===== src/sv/lss_pkg.sv =====
// ----------------------------------------------------------------------------
// lss_pkg
// Shared constants, control struct and back-end state type for the
// latency summary statistics block.
// ----------------------------------------------------------------------------
`default_nettype none
package lss_pkg;

	localparam int LSS_MAX_SAMPLES = 1024;
	localparam int LSS_SAMPLE_W    = 24;
	localparam int LSS_COUNT_OUT_W = 11;
	localparam int LSS_PER_W       = 32;
	localparam int LSS_SQ_W        = 2 * LSS_SAMPLE_W;
	localparam int LSS_P95_NUM     = 95;
	localparam int LSS_P99_NUM     = 99;
	localparam int LSS_PCT_DEN     = 100;
	// ceil(2^32 / 100): x * RECIP >> SHIFT equals x / 100 for x below 2^30
	localparam int LSS_PCT_RECIP   = 42949673;
	localparam int LSS_PCT_SHIFT   = 32;
	localparam int LSS_NS_PER_SEC  = 1000000000;
	localparam int LSS_IN_TDATA_W  = 24;
	localparam int LSS_OUT_TDATA_W = 192;

	// back end to front end: take the queued job, give the store back
	typedef struct packed {
		logic pop;
		logic release_store;
	} lss_back_ctl_t;

	typedef enum logic [3:0] {
		B_IDLE,
		B_MEAN_GO,
		B_MEAN_W,
		B_PASS,
		B_VAR_GO,
		B_VAR_W,
		B_SQRT,
		B_PER_GO,
		B_PER_W,
		B_OUT
	} lss_bstate_t;

endpackage
`default_nettype wire


===== src/sv/lss_div.sv =====
// ----------------------------------------------------------------------------
// lss_div
// Iterative restoring divider, one quotient bit per cycle.
// ----------------------------------------------------------------------------
`default_nettype none
module lss_div #(
	parameter int NW  = 59,
	parameter int DVW = 24
) (
	input  wire logic           clk,
	input  wire logic           arst_n,
	input  wire logic           start,
	input  wire logic [NW-1:0]  dividend,
	input  wire logic [DVW-1:0] divisor,
	output logic                done,
	output logic      [NW-1:0]  quotient
);
	localparam int CNT_W = $clog2(NW + 1);

	logic [NW-1:0]    quo_q;
	logic [DVW-1:0]   rem_q;
	logic [DVW-1:0]   dvs_q;
	logic [CNT_W-1:0] cnt_q;
	logic             busy_q;
	logic             done_q;
	logic [DVW:0]     rem_sh;
	logic             fits;

	assign rem_sh = {rem_q, quo_q[NW-1]};
	assign fits   = rem_sh >= {1'b0, dvs_q};

	always_ff @(posedge clk or negedge arst_n) begin
		if (!arst_n) begin
			busy_q <= 1'b0;
			done_q <= 1'b0;
			cnt_q  <= '0;
		end else begin
			done_q <= 1'b0;
			if (start) begin
				busy_q <= 1'b1;
				cnt_q  <= CNT_W'(NW);
			end else if (busy_q) begin
				cnt_q <= cnt_q - 1'b1;
				if (cnt_q == CNT_W'(1)) begin
					busy_q <= 1'b0;
					done_q <= 1'b1;
				end
			end
		end
	end

	always_ff @(posedge clk) begin
		if (start) begin
			quo_q <= dividend;
			rem_q <= '0;
			dvs_q <= divisor;
		end else if (busy_q) begin
			quo_q <= {quo_q[NW-2:0], fits};
			rem_q <= fits ? DVW'(rem_sh - {1'b0, dvs_q}) : DVW'(rem_sh);
		end
	end

	assign done     = done_q;
	assign quotient = quo_q;
endmodule
`default_nettype wire


===== src/sv/lss_back.sv =====
// ----------------------------------------------------------------------------
// lss_back
// Report engine: mean, bitwise percentile search over the store, variance,
// square root, throughput and the output register.
// ----------------------------------------------------------------------------
`default_nettype none
module lss_back #(
	parameter int MAX_SAMPLES = lss_pkg::LSS_MAX_SAMPLES,
	parameter int CW          = $clog2(MAX_SAMPLES + 1),
	parameter int AW          = $clog2(MAX_SAMPLES),
	parameter int SW          = lss_pkg::LSS_SAMPLE_W + CW
) (
	input  wire logic                                clk,
	input  wire logic                                arst_n,
	input  wire logic                                job_valid,
	input  wire logic [CW-1:0]                       job_count,
	input  wire logic [SW-1:0]                       job_sum,
	input  wire logic [lss_pkg::LSS_SAMPLE_W-1:0]    job_min,
	input  wire logic [lss_pkg::LSS_SAMPLE_W-1:0]    job_max,
	input  wire logic                                job_drop,
	output lss_pkg::lss_back_ctl_t                   ctl,
	output logic                                     ram_re,
	output logic      [AW-1:0]                       ram_raddr,
	input  wire logic [lss_pkg::LSS_SAMPLE_W-1:0]    ram_rdata,
	output logic                                     out_valid,
	input  wire logic                                out_ready,
	output logic      [lss_pkg::LSS_OUT_TDATA_W-1:0] out_data,
	output logic                                     out_flag
);
	import lss_pkg::*;

	localparam int VW  = LSS_SQ_W + CW;
	localparam int NW  = VW;
	localparam int DVW = (CW > LSS_SAMPLE_W) ? CW : LSS_SAMPLE_W;
	localparam int IW  = CW + 2;
	localparam int PW  = $clog2(LSS_SAMPLE_W);
	localparam int RW  = CW + 7;
	localparam int MW  = RW + 26;

	lss_bstate_t state_q, state_nx;

	logic [CW-1:0]           n_q, k95_q, k99_q, cnt95_q, cnt99_q;
	logic [SW-1:0]           sum_q;
	logic [LSS_SAMPLE_W-1:0] min_q, max_q, mean_q, ans95_q, ans99_q, std_q;
	logic                    drop_q;
	logic [PW-1:0]           pass_q;
	logic [IW-1:0]           idx_q;
	logic [VW-1:0]           vsum_q;
	logic                    rv_s1, dv_s2, sv_s3;
	logic [LSS_SAMPLE_W-1:0] d_s2;
	logic [LSS_SQ_W-1:0]     sq_s3;
	logic [LSS_SQ_W-1:0]     var_q, sr_v_q, sr_root_q, sr_bit_q, sr_trial;
	logic [LSS_PER_W-1:0]    per_q;
	logic [LSS_SAMPLE_W-1:0] bitmask, t95, t99;
	logic                    pass_end, issue;
	logic                    div_start, div_done;
	logic [NW-1:0]           div_a, div_q;
	logic [DVW-1:0]          div_b;
	logic [RW-1:0]           pct95_n, pct99_n;
	logic [MW-1:0]           pct95_p, pct99_p;

	assign bitmask  = LSS_SAMPLE_W'(1) << (PW'(LSS_SAMPLE_W - 1) - pass_q);
	assign t95      = ans95_q | bitmask;
	assign t99      = ans99_q | bitmask;
	assign issue    = state_q == B_PASS && idx_q < IW'(n_q);
	assign pass_end = state_q == B_PASS && idx_q == IW'(n_q) + IW'(3);
	assign sr_trial = sr_root_q + sr_bit_q;
	assign ram_re    = issue;
	assign ram_raddr = idx_q[AW-1:0];

	// percentile ranks by reciprocal multiply
	assign pct95_n = RW'(n_q) * RW'(LSS_P95_NUM);
	assign pct99_n = RW'(n_q) * RW'(LSS_P99_NUM);
	assign pct95_p = MW'(pct95_n) * MW'(LSS_PCT_RECIP);
	assign pct99_p = MW'(pct99_n) * MW'(LSS_PCT_RECIP);

	lss_div #(.NW(NW), .DVW(DVW)) u_div (
		.clk      (clk),
		.arst_n   (arst_n),
		.start    (div_start),
		.dividend (div_a),
		.divisor  (div_b),
		.done     (div_done),
		.quotient (div_q)
	);

	always_comb begin
		state_nx = state_q;
		case (state_q)
			B_IDLE:    if (job_valid) state_nx = B_MEAN_GO;
			B_MEAN_GO: state_nx = B_MEAN_W;
			B_MEAN_W:  if (div_done) state_nx = B_PASS;
			B_PASS:    if (pass_end && pass_q == PW'(LSS_SAMPLE_W - 1)) state_nx = B_VAR_GO;
			B_VAR_GO:  state_nx = B_VAR_W;
			B_VAR_W:   if (div_done) state_nx = B_SQRT;
			B_SQRT:    if (sr_bit_q == '0) state_nx = (mean_q == '0) ? B_OUT : B_PER_GO;
			B_PER_GO:  state_nx = B_PER_W;
			B_PER_W:   if (div_done) state_nx = B_OUT;
			B_OUT:     if (!out_valid || out_ready) state_nx = B_IDLE;
			default:   state_nx = B_IDLE;
		endcase
	end

	always_comb begin
		ctl.pop           = state_q == B_IDLE && job_valid;
		ctl.release_store = pass_end && pass_q == PW'(LSS_SAMPLE_W - 1);
		div_start = 1'b0;
		div_a     = NW'(sum_q);
		div_b     = DVW'(n_q);
		case (state_q)
			B_MEAN_GO: div_start = 1'b1;
			B_VAR_GO: begin
				div_start = 1'b1;
				div_a     = NW'(vsum_q);
			end
			B_PER_GO: begin
				div_start = 1'b1;
				div_a     = NW'(LSS_NS_PER_SEC);
				div_b     = DVW'(mean_q);
			end
			default: ;
		endcase
	end

	always_ff @(posedge clk or negedge arst_n) begin
		if (!arst_n) begin
			state_q   <= B_IDLE;
			out_valid <= 1'b0;
			rv_s1     <= 1'b0;
			dv_s2     <= 1'b0;
			sv_s3     <= 1'b0;
		end else begin
			state_q <= state_nx;
			rv_s1   <= issue;
			dv_s2   <= rv_s1 && pass_q == '0;
			sv_s3   <= dv_s2;
			if (state_q == B_OUT && (!out_valid || out_ready)) begin
				out_valid <= 1'b1;
			end else if (out_ready) begin
				out_valid <= 1'b0;
			end
		end
	end

	always_ff @(posedge clk) begin
		if (ctl.pop) begin
			n_q    <= job_count;
			sum_q  <= job_sum;
			min_q  <= job_min;
			max_q  <= job_max;
			drop_q <= job_drop;
		end
		if (state_q == B_MEAN_GO) begin
			k95_q <= CW'(pct95_p >> LSS_PCT_SHIFT);
			k99_q <= CW'(pct99_p >> LSS_PCT_SHIFT);
		end
		if (state_q == B_MEAN_W && div_done) begin
			mean_q  <= LSS_SAMPLE_W'(div_q);
			pass_q  <= '0;
			idx_q   <= '0;
			cnt95_q <= '0;
			cnt99_q <= '0;
			ans95_q <= '0;
			ans99_q <= '0;
			vsum_q  <= '0;
		end
		if (state_q == B_PASS) begin
			if (pass_end) begin
				if (cnt95_q <= k95_q) ans95_q <= t95;
				if (cnt99_q <= k99_q) ans99_q <= t99;
				cnt95_q <= '0;
				cnt99_q <= '0;
				idx_q   <= '0;
				pass_q  <= pass_q + 1'b1;
			end else begin
				idx_q <= idx_q + 1'b1;
				if (rv_s1) begin
					cnt95_q <= cnt95_q + CW'(ram_rdata < t95);
					cnt99_q <= cnt99_q + CW'(ram_rdata < t99);
				end
			end
		end
		d_s2  <= (ram_rdata >= mean_q) ? ram_rdata - mean_q : mean_q - ram_rdata;
		sq_s3 <= LSS_SQ_W'(d_s2) * LSS_SQ_W'(d_s2);
		if (sv_s3) vsum_q <= vsum_q + VW'(sq_s3);
		if (state_q == B_VAR_W && div_done) begin
			var_q     <= LSS_SQ_W'(div_q);
			sr_v_q    <= LSS_SQ_W'(div_q);
			sr_root_q <= '0;
			sr_bit_q  <= LSS_SQ_W'(1) << (LSS_SQ_W - 2);
		end
		if (state_q == B_SQRT && sr_bit_q != '0) begin
			if (sr_v_q >= sr_trial) begin
				sr_v_q    <= sr_v_q - sr_trial;
				sr_root_q <= (sr_root_q >> 1) + sr_bit_q;
			end else begin
				sr_root_q <= sr_root_q >> 1;
			end
			sr_bit_q <= sr_bit_q >> 2;
		end
		if (state_q == B_SQRT && sr_bit_q == '0) begin
			std_q <= LSS_SAMPLE_W'(sr_root_q);
			per_q <= '1;
		end
		if (state_q == B_PER_W && div_done) per_q <= LSS_PER_W'(div_q);
		if (state_q == B_OUT && (!out_valid || out_ready)) begin
			out_data <= LSS_OUT_TDATA_W'({LSS_COUNT_OUT_W'(n_q), per_q, ans99_q, ans95_q,
				std_q, mean_q, max_q, min_q});
			out_flag <= drop_q;
		end
	end

	logic unused_var;
	assign unused_var = ^var_q;
endmodule
`default_nettype wire


===== config.mk =====
export PLATFORM = sky130hd
export DESIGN_NAME = lss_back
export DESIGN_NICKNAME = d
export VERILOG_FILES = /design/src/sv/lss_pkg.sv /design/src/sv/lss_div.sv /design/src/sv/lss_back.sv
export SDC_FILE = /design/constraint.sdc
export NUM_CORES = 2
export LEC_CHECK = 0
export ABC_AREA = 1
export ABC_CLOCK_PERIOD_IN_PS = 10950
export BUFFER_PORTS_ARGS = -buffer_cell sky130_fd_sc_hd__buf_2
export CAP_MARGIN = 20
export CORE_MARGIN = 4
export CORE_UTILIZATION = 45
export CTS_CLUSTER_SIZE = 14
export DETAILED_ROUTE_END_ITERATION = 10
export PLACE_DENSITY = 0.73
export SLEW_MARGIN = 40
export SYNTH_ARGS = -nofsm -noshare
export SYNTH_HDL_FRONTEND = slang
export SYNTH_SLANG_ARGS = --single-unit

===== constraint.sdc =====
create_clock -name clk -period 10.95 [get_ports clk]
set_input_delay 0 -clock clk [delete_from_list [all_inputs] [get_ports clk]]
set_output_delay 0 -clock clk [all_outputs]
set_load 0.01 [all_outputs]

==> run_results.csv <==
group,metric,value,unit
outcome,outcome,"finished, final reports clean",
placement,hpwlAfterDp,220400,µm
timing,max_slew.worst_pin.slew,0.8485,ns
critical_path,critPathTopFamily,"adder cells",
min_path,hold_depth,6,
detailed_routing,wl_per_cell,19.10,µm
finish,drive_gt1_frac,0.05484,
critical_path,crit_slowest_cell,"fa_1",
placement,placed_cells,13650,
finish,layout.nets,13180,
critical_path,crit_fanout,11,
finish,final_cells,13990,
finish,layout_commonest_cell,"nand2_1",
finish,areaGrowthSynthToFinish,10.90,%
timing,fin_crit_sh,0.8667,
placement,port-buffer-count,324,
detailed_routing,num_vias,72520,
clock_network,tritoncts,"yes",
clock_network,worstSkewPairLatency,0.74,ns
clock_network,clkSinkCount,846,
detailed_routing,routed_via_density,5.185,
synth,async_reset_ff_frac,0.01891,
critical_path,max_stage_delay,0.68,ns
timing,fmax,105.4,MHz
synth,synth_edf_count,611,
detailed_routing,drt_pass1_iterations,8,
finish,final.fill_count,18420,
synth,synth_cell_types,64,
floorplanning,die_y,445.1,µm
grt,grt_antenna_before_repair,8,
synth,syn_avg_cell_area,7.863,µm²
floorplanning,initial_utilization,0.4522,
timing,finalSetupTns,0,ns
critical_path,worst_setup_path_end_kind,"flop",
clock_network,htreeDepth,3,
clock_network,root_buffer,"clkbuf_16",
timing,relSlewSlack,0.4322,
synth,synth-main-ff-cell,"edfxtp_1",
timing,skew,0.06928,ns
timing,hold_viol,0,
critical_path,r2r_end,"k95_q[6]",
floorplanning,die-area,198200,µm²
timing,period_needed,9.490,ns
critical_path,crit_type,"flop to flop",
synth,synth_cells,10940,
timing,slew_violations,0,
detailed_routing,drt_iter0_markers,5638,
detailed_routing,routed_wl,267100,µm
clock_network,cts_buffers,92,
floorplanning,rows,160,
critical_path,rr_worst_depth,36,
synth,ys_seq_elements,846,
placement,gp_congestion,1.021,
floorplanning,boundaryPins,330,
synth,yosys_warnings,0,
grt,grt_start_max_net_pins,89,
critical_path,crit_buf_inv,9,
critical_path,required,11.43,ns
critical_path,timing.rr.start,"n_q[4]",
clock_network,clk_pin_slew,0.07,ns
clock_network,clockBufferDepth,3,
floorplanning,core-area,190200,µm²
detailed_routing,drtAntennaViolNets,0,
critical_path,cp-start-kind,"flop",
floorplanning,die_w,445.1,µm
finish,most-common-layout-cells,"2,690 x nand2_1, 2,331 x inv_1, 921 x nor2_1",
grt,grt_pass1_vias,72950,
critical_path,crit_arrival,9.97,ns
min_path,hold_class,"input port to flop",
timing,finalSetupViolations,0,
job,max-cap-violations,0,
timing,rsz0062_at_grt,"false",
grt,grt-ovfl-total,0,
synth,synth_area,85990,µm²
grt,grt_first_pass_wirelength,413900,µm
grt,grt_usage,0.2677,
synth,synth-seq-area-share,0.2690,
min_path,min_from,"ram_rdata[5]",
critical_path,rrSetupSlack,1.46,ns
min_path,min_to,"d_s2[5]",
detailed_routing,drc,0,
cell families after synthesis:
kind of cell    after synthesis  synth area share
mux                           3         0.0003928
xor+xnor                    223           0.02271
simple gates               4437            0.2109
buf+inv                    2541            0.1132
flops                       846            0.2690
fa+ha+maj                  1662            0.3068
other cells                   1        0.00004361
compound gates             1223           0.07700
cell type report:
| type | instances | area, µm² | share of cell area |
|---|---|---|---|
| clock inverter | 61 | 740.7 | 0.007767 |
| antenna | 5 | 12.51 | 0.0001312 |
| clock buffer | 109 | 2439 | 0.02557 |
| timing repair buffer | 556 | 3834 | 0.04020 |
| inverter | 2345 | 8805 | 0.09232 |
| sequential | 846 | 23130 | 0.2426 |
| tap | 2511 | 3142 | 0.03294 |
| multi-input combinational | 7553 | 53260 | 0.5585 |
how the worst max path moves through the flow:
stage,start,to,cells after the start
floorplan,state_q[0],out_data[0],4
global placement,n_q[4],k95_q[6],36
detailed placement,n_q[4],k95_q[6],36
CTS,n_q[4],k95_q[6],36
global route,n_q[4],k95_q[6],36
finish,n_q[4],k95_q[6],36
layer usage:
metal / track usage / wire, µm / vias to the layer above
li1: - / - / 35300
met5: 0 / 23 / -
met2: 0.4491 / 124700 / 2438
met3: 0.03381 / 16320 / 585
met1: 0.3390 / 109800 / 34200
met4: 0.1391 / 16230 / 4
Yosys cell counts, types with 54 or more instances:
library cell     n  share of area
fa_1           744           0.17
dfxtp_1        219          0.051
xor2_1         128          0.013
o21bai_1        54         0.0047
nor2_1         926          0.040
o21ai_0        429          0.025
nand4_1        138          0.010
edfxtp_1       611           0.21
nor3_1          80         0.0047
inv_1         2332           0.10
nand3_1        459          0.027
a21oi_1        526          0.031
clkbuf_1       114         0.0050
ha_1           918           0.13
nand2_1       2697           0.12
xnor2_1         95         0.0097
registers in the layout (all words and copies together), names as in the netlist, 13 cells and up:
signal,cells
ans95_q,24
ans99_q,24
d_s2,24
idx_q,13
max_q,24
mean_q,24
min_q,24
out_data,187
per_q,32
sq_s3,47
sr_bit_q,24
sr_root_q,48
sr_v_q,48
std_q,24
sum_q,35
u_div.dvs_q,24
u_div.quotient,59
u_div.rem_q,24
vsum_q,59
worst reg2reg max path, delay by kind of cell (launching register included):
kind	cells	cell delay, ns
flip-flops	1	0.64
buffers and inverters	9	0.54
AND/OR/NAND/NOR	13	1.87
adder cells (fa/ha/maj)	12	5.60
AO/OA/AOI/OAI	2	0.64
stage by stage:
step | util | hold WS, ns | worst slack [ns] | instance area [µm²]
floorplan | - | -0.2956 | 1.706 | 86010
global placement | 0.4752 | 0.0004627 | 1.465 | 90370
detailed placement | 0.4759 | -0.0002424 | 1.426 | 90500
CTS | 0.5013 | 0.001192 | 1.418 | 95330
global route | 0.5014 | 0.03756 | 0.7436 | 95360
finish | 0.5014 | 0.04973 | 1.460 | 95370
repair_timing:
item                      4_1_cts  5_1_grt
hold buffers                  165        1
hold endpoints to repair      137       16
setup buffers                   0        0
gates resized for setup         0        0
Power is left out: the tool's default activity adds up to more than one toggle a clock period on the data nets, which glitch-free logic cannot reach.
