==> src/sv/lss_pkg.sv <==
// ----------------------------------------------------------------------------
// lss_pkg
// Shared constants, control struct and back-end state type for the
// latency summary statistics block.
// ----------------------------------------------------------------------------
`default_nettype none
package lss_pkg;

	localparam int LSS_MAX_SAMPLES = 1024;
	localparam int LSS_SAMPLE_W    = 24;
	localparam int LSS_COUNT_OUT_W = 11;
	localparam int LSS_PER_W       = 32;
	localparam int LSS_SQ_W        = 2 * LSS_SAMPLE_W;
	localparam int LSS_P95_NUM     = 95;
	localparam int LSS_P99_NUM     = 99;
	localparam int LSS_PCT_DEN     = 100;
	// ceil(2^32 / 100): x * RECIP >> SHIFT equals x / 100 for x below 2^30
	localparam int LSS_PCT_RECIP   = 42949673;
	localparam int LSS_PCT_SHIFT   = 32;
	localparam int LSS_NS_PER_SEC  = 1000000000;
	localparam int LSS_IN_TDATA_W  = 24;
	localparam int LSS_OUT_TDATA_W = 192;

	// back end to front end: take the queued job, give the store back
	typedef struct packed {
		logic pop;
		logic release_store;
	} lss_back_ctl_t;

	typedef enum logic [3:0] {
		B_IDLE,
		B_MEAN_GO,
		B_MEAN_W,
		B_PASS,
		B_VAR_GO,
		B_VAR_W,
		B_SQRT,
		B_PER_GO,
		B_PER_W,
		B_OUT
	} lss_bstate_t;

endpackage
`default_nettype wire

==> src/sv/lss_front.sv <==
// ----------------------------------------------------------------------------
// lss_front
// Sample intake: stores samples, keeps count, sum, min, max and drop flag,
// and queues a finished set for the back end.
// ----------------------------------------------------------------------------
`default_nettype none
module lss_front #(
	parameter int MAX_SAMPLES = lss_pkg::LSS_MAX_SAMPLES,
	parameter int CW          = $clog2(MAX_SAMPLES + 1),
	parameter int AW          = $clog2(MAX_SAMPLES),
	parameter int SW          = lss_pkg::LSS_SAMPLE_W + CW
) (
	input  wire logic                                clk,
	input  wire logic                                arst_n,
	input  wire logic                                in_valid,
	output logic                                     in_ready,
	input  wire logic [lss_pkg::LSS_SAMPLE_W-1:0]    in_sample,
	input  wire logic                                in_last,
	output logic                                     ram_we,
	output logic      [AW-1:0]                       ram_waddr,
	output logic      [lss_pkg::LSS_SAMPLE_W-1:0]    ram_wdata,
	input  wire lss_pkg::lss_back_ctl_t              ctl,
	output logic                                     job_valid,
	output logic      [CW-1:0]                       job_count,
	output logic      [SW-1:0]                       job_sum,
	output logic      [lss_pkg::LSS_SAMPLE_W-1:0]    job_min,
	output logic      [lss_pkg::LSS_SAMPLE_W-1:0]    job_max,
	output logic                                     job_drop
);
	import lss_pkg::*;

	logic [CW-1:0]           count_q, count_nx;
	logic [SW-1:0]           sum_q, sum_nx;
	logic [LSS_SAMPLE_W-1:0] min_q, min_nx, max_q, max_nx;
	logic                    drop_q, drop_nx;
	logic                    busy_q;
	logic                    acc;
	logic                    full;

	assign in_ready  = !busy_q;
	assign acc       = in_valid && !busy_q;
	assign full      = count_q == CW'(MAX_SAMPLES);
	assign ram_we    = acc && !full;
	assign ram_waddr = count_q[AW-1:0];
	assign ram_wdata = in_sample;

	always_comb begin
		count_nx = count_q;
		sum_nx   = sum_q;
		min_nx   = min_q;
		max_nx   = max_q;
		drop_nx  = drop_q;
		if (full) begin
			drop_nx = 1'b1;
		end else begin
			count_nx = count_q + 1'b1;
			sum_nx   = sum_q + SW'(in_sample);
			if (count_q == '0 || in_sample < min_q) begin
				min_nx = in_sample;
			end
			if (count_q == '0 || in_sample > max_q) begin
				max_nx = in_sample;
			end
		end
	end

	always_ff @(posedge clk or negedge arst_n) begin
		if (!arst_n) begin
			count_q   <= '0;
			sum_q     <= '0;
			drop_q    <= 1'b0;
			busy_q    <= 1'b0;
			job_valid <= 1'b0;
		end else begin
			if (ctl.pop) begin
				job_valid <= 1'b0;
			end
			if (ctl.release_store) begin
				busy_q <= 1'b0;
			end
			if (acc) begin
				if (in_last) begin
					count_q   <= '0;
					sum_q     <= '0;
					drop_q    <= 1'b0;
					busy_q    <= 1'b1;
					job_valid <= 1'b1;
				end else begin
					count_q <= count_nx;
					sum_q   <= sum_nx;
					drop_q  <= drop_nx;
				end
			end
		end
	end

	always_ff @(posedge clk) begin
		if (acc) begin
			min_q <= min_nx;
			max_q <= max_nx;
			if (in_last) begin
				job_count <= count_nx;
				job_sum   <= sum_nx;
				job_min   <= min_nx;
				job_max   <= max_nx;
				job_drop  <= drop_nx;
			end
		end
	end
endmodule
`default_nettype wire

==> config.mk <==
export PLATFORM = sky130hd
export DESIGN_NAME = lss_front
export DESIGN_NICKNAME = d
export VERILOG_FILES = /design/src/sv/lss_pkg.sv /design/src/sv/lss_front.sv
export SDC_FILE = /design/constraint.sdc
export NUM_CORES = 1
export LEC_CHECK = 0
export ABC_AREA = 1
export BUFFER_PORTS_ARGS = -buffer_cell sky130_fd_sc_hd__buf_2
export CAP_MARGIN = 20
export CORE_MARGIN = 4
export CORE_UTILIZATION = 58
export DETAILED_ROUTE_END_ITERATION = 12
export GPL_TIMING_DRIVEN = 0
export PLACE_DENSITY = 0.81
export SLEW_MARGIN = 20
export SYNTH_ARGS = -nofsm -noshare
export SYNTH_HDL_FRONTEND = slang
export SYNTH_SLANG_ARGS = --single-unit
==> constraint.sdc <==
create_clock -name clk -period 6 [get_ports clk]
set_clock_uncertainty 0.2 [all_clocks]
set_input_delay 0.6 -clock clk [delete_from_list [all_inputs] [get_ports clk]]
set_output_delay 0.6 -clock clk [all_outputs]
set_load 0.02 [all_outputs]
==> results of run 1 <==
worst register-to-register path, stage by stage, from the launching register on:
cell      delay (ns)
edfxtp_1        0.36
inv_1           0.06
ha_1            0.30
nand2_1         0.09
nor2_1          0.16
nand2_1         0.13
nor2_1          0.22
nand2_1         0.08
nand3_1         0.07
nand2_1         0.10
nand2_4         0.15
nand2_4         0.13
buf_6           0.17
nand2_1         0.06
nand2_1         0.08
flip-flops by register name (all words and copies together) (netlist names):
name / count
job_count: 11
drop_q: 1
min_q: 24
max_q: 24
count_q: 11
job_sum: 35
job_min: 24
sum_q: 35
job_valid: 1
busy_q: 1
job_drop: 1
job_max: 24
worst max path at each step:
| stage | startpoint | endpoint | slack, ns | depth (start not counted) |
|---|---|---|---|---|
| finish | count_q[0] | ram_we | 3.01 | 8 |
| global route | count_q[0] | ram_we | 2.87 | 8 |
| CTS | count_q[0] | ram_we | 3.03 | 8 |
| detailed placement | in_sample[23] | job_max[9] | 3.08 | 14 |
| global placement | in_valid | job_max[9] | -1.79 | 4 |
| floorplan | in_valid | job_count[0] | 0.40 | 3 |
cell usage after synthesis, types with 3 or more instances:
master / instances / area share [%]
or2_2: 8 / 0.44
buf_4: 38 / 2.5
buf_2: 7 / 0.31
nor2_4: 7 / 0.70
nor2_1: 47 / 1.6
xor2_1: 6 / 0.46
edfxtp_1: 143 / 38
inv_2: 10 / 0.33
nand3_1: 102 / 4.5
nand4_1: 14 / 0.77
and2_1: 4 / 0.22
nand3_2: 6 / 0.53
inv_1: 199 / 6.6
nand2_2: 15 / 0.83
o21ai_1: 19 / 0.84
nand2_4: 4 / 0.40
o21a_1: 4 / 0.27
buf_6: 7 / 0.70
o21ai_0: 19 / 0.84
a21o_1: 3 / 0.20
o22ai_1: 11 / 0.61
nor3_1: 5 / 0.22
a21oi_1: 39 / 1.7
ha_1: 73 / 8.1
nand3b_1: 7 / 0.46
nor2_2: 4 / 0.22
xnor2_1: 6 / 0.46
buf_1: 3 / 0.099
clkbuf_1: 7 / 0.23
dfrtp_1: 49 / 11
nand2_1: 468 / 16
through the flow:
step / setup WS (ns) / instance area (um^2)
CTS: 3.03 / 13100
global route: 2.87 / 13100
finish: 3.01 / 13100
floorplan: 0.401 / 11300
detailed placement: 3.08 / 12600
global placement: -1.79 / 12500
power by group:
group / total [mW] / switching, mW / internal [mW]
Sequential: 1.91 / 0.126 / 1.79
Clock: 1.10 / 0.523 / 0.582
Combinational: 2.00 / 1.33 / 0.675
metal layers:
metal	GRT usage (%)	wire [um]	share of wire [%]	vias to the layer above
li1	-	-	-	4649
met3	4.32	1840	6.4	58
met5	0	0	0	-
met1	34.0	11900	41	4381
met2	46.0	14200	49	320
met4	9.79	765	2.7	0
cell type report:
class / instances / area (um^2) / area share (%)
well taps: 260 / 325 / 2.48
repair buffers: 166 / 923 / 7.03
clock inverters: 13 / 126 / 0.962
clock buffers: 19 / 433 / 3.30
flip-flops and latches: 192 / 5520 / 42.0
multi-input cells: 878 / 4590 / 34.9
plain buffers: 62 / 438 / 3.33
inverters: 209 / 785 / 5.97
cells by family (layout without fill, tap and decap cells):
logic type	count (synthesis)	count (layout)	synth area share, %
fa+ha+maj	74	74	8.24
xor+xnor	12	12	0.928
simple gates	695	695	26.7
flops	192	192	48.8
compound gates	97	97	4.61
buf+inv	271	469	10.8
cell usage in the layout, fill, tap and decap left out, types with 39 or more instances in the layout:
master / count
buf_4: 39
nand2_1: 468
dfrtp_1: 49
inv_1: 199
nor2_1: 46
edfxtp_1: 143
ha_1: 73
a21oi_1: 39
nand3_1: 102
buf_2: 168
==> out/qor.yml, run 1 <==
cts:
  cts-root-buf: "clkbuf_16"
  cts_inserted_buffers: 17
  cts_resized: 0
  cts_tree: "yes"
  clkSlewWorstSetupHoldPaths_ns: 0.07
  clk_path_buf_depth: 2
  clk_latency_ns: 0.44
  numClockSinks: 192
  cts_setup_buffers: 0
  holdBufCountCts: 0
  ctsHtreeMaxLevel: 4
synth:
  ys_seq_area_share_pct: 48.8
  syn_area_mm2: 0.0113
  synth_edf_count: 143
  synthFlopType: "edfxtp_1"
  async_reset_ff_share_pct: 25.5
  ys_ff_latch: 192
  synth_cell_types: 38
  synth.avg_cell_area_um2: 8.44
  yosys_warnings: 0
  syn_inst: 1341
  synth_nets: 1445
pwr:
  p_leak_nw: 6.77
  peakVddDrop_mv: 0.240
  power_mw: 5.02
  powerDensity_mw_per_mm2: 382
sta:
  setup_viol: 0
  fin_crit_ns: 2.99
  tightest_slew_ns: 0.809
  timing.slew.headroom_pct: 45.9
  timing.final.crit_share_pct: 49.8
  finalMaxSlewViolations: 0
  hold_violations: 20
  rsz0062_at_grt: "false"
  whs_ns: -0.0119
  setup_tns_ns: 0
  fmax_mhz: 335
finish:
  final_cells: 1799
  nNetsFinal: 1630
  fill_cells: 1527
  antenna_cells: 0
  postLayoutCoreUtil_pct: 69.3
  area_growth_pct: 16.0
  drive_gt1_share_pct: 19.8
global_routing:
  grt_first_pass_wirelength_um: 46200
  grt_use_total_pct: 26.7
  grt_pass1_vias: 9346
  gr-total-overflow: 0
  antenna_found_initial: 0
  grt_max_degree: 50
critical_path:
  cp.arrival_ns: 2.19
  r2r_cells: 14
  crit_fanout: 7
  slowest_stage: "dfrtp_1"
  r2r_setup_slack_ns: 3.38
  crit_buf_inv: 3
  regToRegEndpoint: "max_q[9]"
  critical_path.top_delay_family: "buffers and inverters"
  end_kind: "primary output"
  cpPeakStageDelay_ns: 0.44
  r2r-start: "max_q[23]"
  critPathKind: "reg2out"
  path_cells: "inv_1 > ha_1 > nand4_1 > nor2_4 > nand2_4 > inv_1 > nor2_1 > buf_2"
  path_common_cell: "inv_1"
  critical_path_required_ns: 5.20
  crit_path_start_kind: "register"
place:
  hpwl_um: 21600
  port_buffers: 161
  gp_congestion: 0.894
  place_inst: 1767
min_path:
  hold_class: "in2async"
floorplan:
  chipHeight_um: 148
  die_area_mm2: 0.0218
  initial_core_util_pct: 59.7
  fp-row-count: 50
  ios: 162
  core_area_mm2: 0.0190
  die_w_um: 148
job:
  cap_violations: 0
detailed_routing:
  drtIter0Drc: 705
  wl_per_cell_um: 16.0
  drc: 0
  final_antenna_net_count: 0
  vias_per_cell: 5.23
  vias: 9408
  wl_um: 28700
  first_pass_iters: 5
status:
  outcome: "finished with violations"
  violations: "negative hold slack"
No activity file was read; power rests on OpenSTA's default activity.
==> run 2, diff against run 1 <==
ABC_AREA = 0   (was 1)
clock period = 2.8 ns   (was 6 ns; I/O delays follow)
==> run 2 against run 1 <==
  * The flow finishes with violations (negative setup slack)
  * Setup slack worse by 3.3 ns
  * Area after synthesis down 7.2%
  * Count of clock-buffer cells in the layout down 2
  * Synthesized cell count down 33%
  * Via count down 12%
  * Critical endpoint is now job_min[10]
==> out/qor.yml, run 2 <==
finish:
  reg_top3: "job_sum: 35 flops, sum_q: 35 flops"
  drive_gt1_share_pct: 37.1
  antenna_cells: 0
  area_growth_pct: 26.8
  final_common_cell: "buf_2"
  nNetsFinal: 1227
  most-common-layout-cells: "buf_2 (167), edfxtp_1 (143), nand2_1 (65), buf_4 (59), ha_1 (59)"
global_routing:
  grt_max_degree: 58
  gr-total-overflow: 0
  grt_use_total_pct: 28.0
  grt_first_pass_wirelength_um: 44200
  antenna_found_initial: 0
  grt_pass1_vias: 8161
critical_path:
  r2r_cells: 13
  crit_fanout: 5
  end_kind: "register"
  cpPeakStageDelay_ns: 0.42
  critPathKind: "reg2reg"
  path_common_cell: "buf_12"
  slowest_stage: "edfxtp_1"
  cp.arrival_ns: 3.04
  r2r-start: "min_q[11]"
  critical_path_required_ns: 2.80
  crit_path_start_kind: "register"
  regToRegEndpoint: "job_min[10]"
  r2r_setup_slack_ns: -0.25
  path_cells: "inv_1 > ha_1 > nand4_1 > a21oi_2 > o31ai_1 > nand2_1 > a311oi_2 > nor4_2 > o22ai_2 > buf_6 > buf_12 > buf_12 > mux2_4"
pwr:
  power.share.sequential_pct: 34.7
  switchingPower_mw: 4.32
  peakVddDrop_mv: 0.670
  internal_power_mw: 7.51
  powerDensity_mw_per_mm2: 887
  p_leak_nw: 5.95
  power_mw: 11.8
  p_sw_share_pct: 36.5
  comb_power_share_pct: 44.1
  p_clk_share_pct: 21.2
cts:
  clk_latency_ns: 0.45
  clkSlewWorstSetupHoldPaths_ns: 0.07
  cts_inserted_buffers: 17
  cts_tree: "yes"
  clk_path_buf_depth: 2
  numClockSinks: 192
  ctsHtreeMaxLevel: 4
  cts-root-buf: "clkbuf_16"
synth:
  yosysMostFrequentCell: "edfxtp_1"
  synth_top_area_share_pct: 40.9
  syn_inst: 900
  synth_cell_types: 71
  async_reset_ff_share_pct: 25.5
  synth_area_leaders: "edfxtp_1 (41%), dfrtp_1 (12%), ha_1 (8.7%)"
  ys_seq_area_share_pct: 52.5
  ys_ff_latch: 192
  synth_nets: 1004
  synth_top_area_cell: "edfxtp_1"
  syn_area_mm2: 0.0105
  synth_edf_count: 143
  yosys_warnings: 0
  synth.avg_cell_area_um2: 11.7
  synthFlopType: "edfxtp_1"
  synth_common_cells: "edfxtp_1 (143), ha_1 (73), nand2_1 (68)"
detailed_routing:
  vias: 8318
  drtIter0Drc: 801
  drc: 0
  wl_met3_um: 2160
  final_antenna_net_count: 0
  wl_um: 29100
  wirelength_met1_um: 11500
  wl_per_cell_um: 21.4
  vias_per_cell: 6.11
  first_pass_iters: 5
  highest_layer: "met4"
  met2_length_um: 14400
place:
  gp_congestion: 0.906
  port_buffers: 161
  hpwl_um: 18000
  pre_cts_ws_ns: -0.489
floorplan:
  initial_core_util_pct: 59.9
  fp-row-count: 48
  die_w_um: 143
  chipHeight_um: 143
  die_area_mm2: 0.0203
  core_area_mm2: 0.0175
  ios: 162
sta:
  timing.slew.headroom_pct: 43.2
  setup_viol: 112
  hold_violations: 0
  timing.final.crit_share_pct: 109
  tightest_slew_ns: 0.848
  finalMaxSlewViolations: 0
  setup_tns_ns: -14.43
  fmax_mhz: 328
  fin_crit_ns: 3.05
  setup_slack_ns: -0.245
  rsz0062_at_grt: "true"
min_path:
  hold_depth: 3
  hold_class: "in2reg"
  hold_start: "in_last"
  hold_path_end: "sum_q[27]"
status:
  violations: "negative setup slack"
  outcome: "finished with violations"
job:
  cap_violations: 0
## run 2: timing repair
action | in CTS | in global routing
setup endpoints to repair | 127 | 170
hold buffers | 3 | 0
endpoints found under the hold margin | 51 | 0
cloned | 4 | 1
resized for setup | 127 | 49
pin swaps | 37 | 38
buffers inserted | 33 | 9
## run 2: metrics by stage
stage          area (um^2)  instances  hold slack [ns]  utilization, %
3_3_place_gp         11600       1286            0.266            66.4
4_1_cts              13200       1356           0.0676            75.2
6_report             13300       1361           0.0532            76.0
2_1_floorplan        10600        900           -0.216               -
5_1_grt              13300       1361           0.0634            76.0
3_5_place_dp         11700       1288            0.173            66.6
## run 2: layout make-up
cell class	instances	area (um^2)
Sequential cell	192	5520
Timing Repair inverter	1	5.00
Timing Repair Buffer	204	1290
Clock inverter	15	171
Fill cell	1140	4210
Multi-Input combinational cell	578	4920
Tap cell	225	282
Inverter	63	240
Clock buffer	17	425
Buffer	66	465
## run 2: worst max path at each step
stage	start	endpoint	cells after the start	slack [ns]
after floorplan	busy_q	job_count[0]	6	-0.06
after global placement	in_valid	job_min[16]	6	-0.82
after detailed placement	in_sample[0]	job_sum[22]	11	-0.49
after CTS	sum_q[0]	job_sum[22]	10	-0.26
after global routing	sum_q[0]	sum_q[14]	11	-0.26
final	min_q[11]	job_min[10]	13	-0.25
## run 2: power by group through the flow
| stage | sequential [mW] | combinational (mW) | clock (mW) |
|---|---|---|---|
| 2_1_floorplan | 4.26 | 2.72 | 0 |
| 3_3_place_gp | 4.11 | 3.79 | 0 |
| 3_5_place_dp | 4.12 | 3.91 | 0 |
| 4_1_cts | 4.09 | 4.92 | 2.50 |
| 5_1_grt | 4.14 | 5.56 | 2.64 |
| 6_report | 4.11 | 5.22 | 2.50 |
## run 2: logic make-up after synthesis
group                    Yosys count  share of synthesized area, %
AND/OR/NAND/NOR                  191                          9.19
multiplexers                      55                          5.81
buffers and inverters            130                          6.27
flip-flops                       192                          52.5
AO/OA/AOI/OAI                    216                          13.8
XOR/XNOR                          42                          3.50
adder cells (fa/ha/maj)           74                          8.88
## run 2: critical path: cells and delay by family (launching register included)
family / cells / cell delay (ns)
buffers and inverters: 4 / 0.47
adder cells (fa/ha/maj): 1 / 0.24
flip-flops: 1 / 0.42
AND/OR/NAND/NOR: 3 / 0.40
AO/OA/AOI/OAI: 4 / 0.75
multiplexers: 1 / 0.31
## run 2: metal layers
| metal | vias to the layer above | GRT usage, % |
|---|---|---|
| li1 | 3727 | - |
| met4 | 0 | 11.9 |
| met2 | 419 | 46.7 |
| met5 | - | 0 |
| met3 | 94 | 5.39 |
| met1 | 4078 | 36.1 |
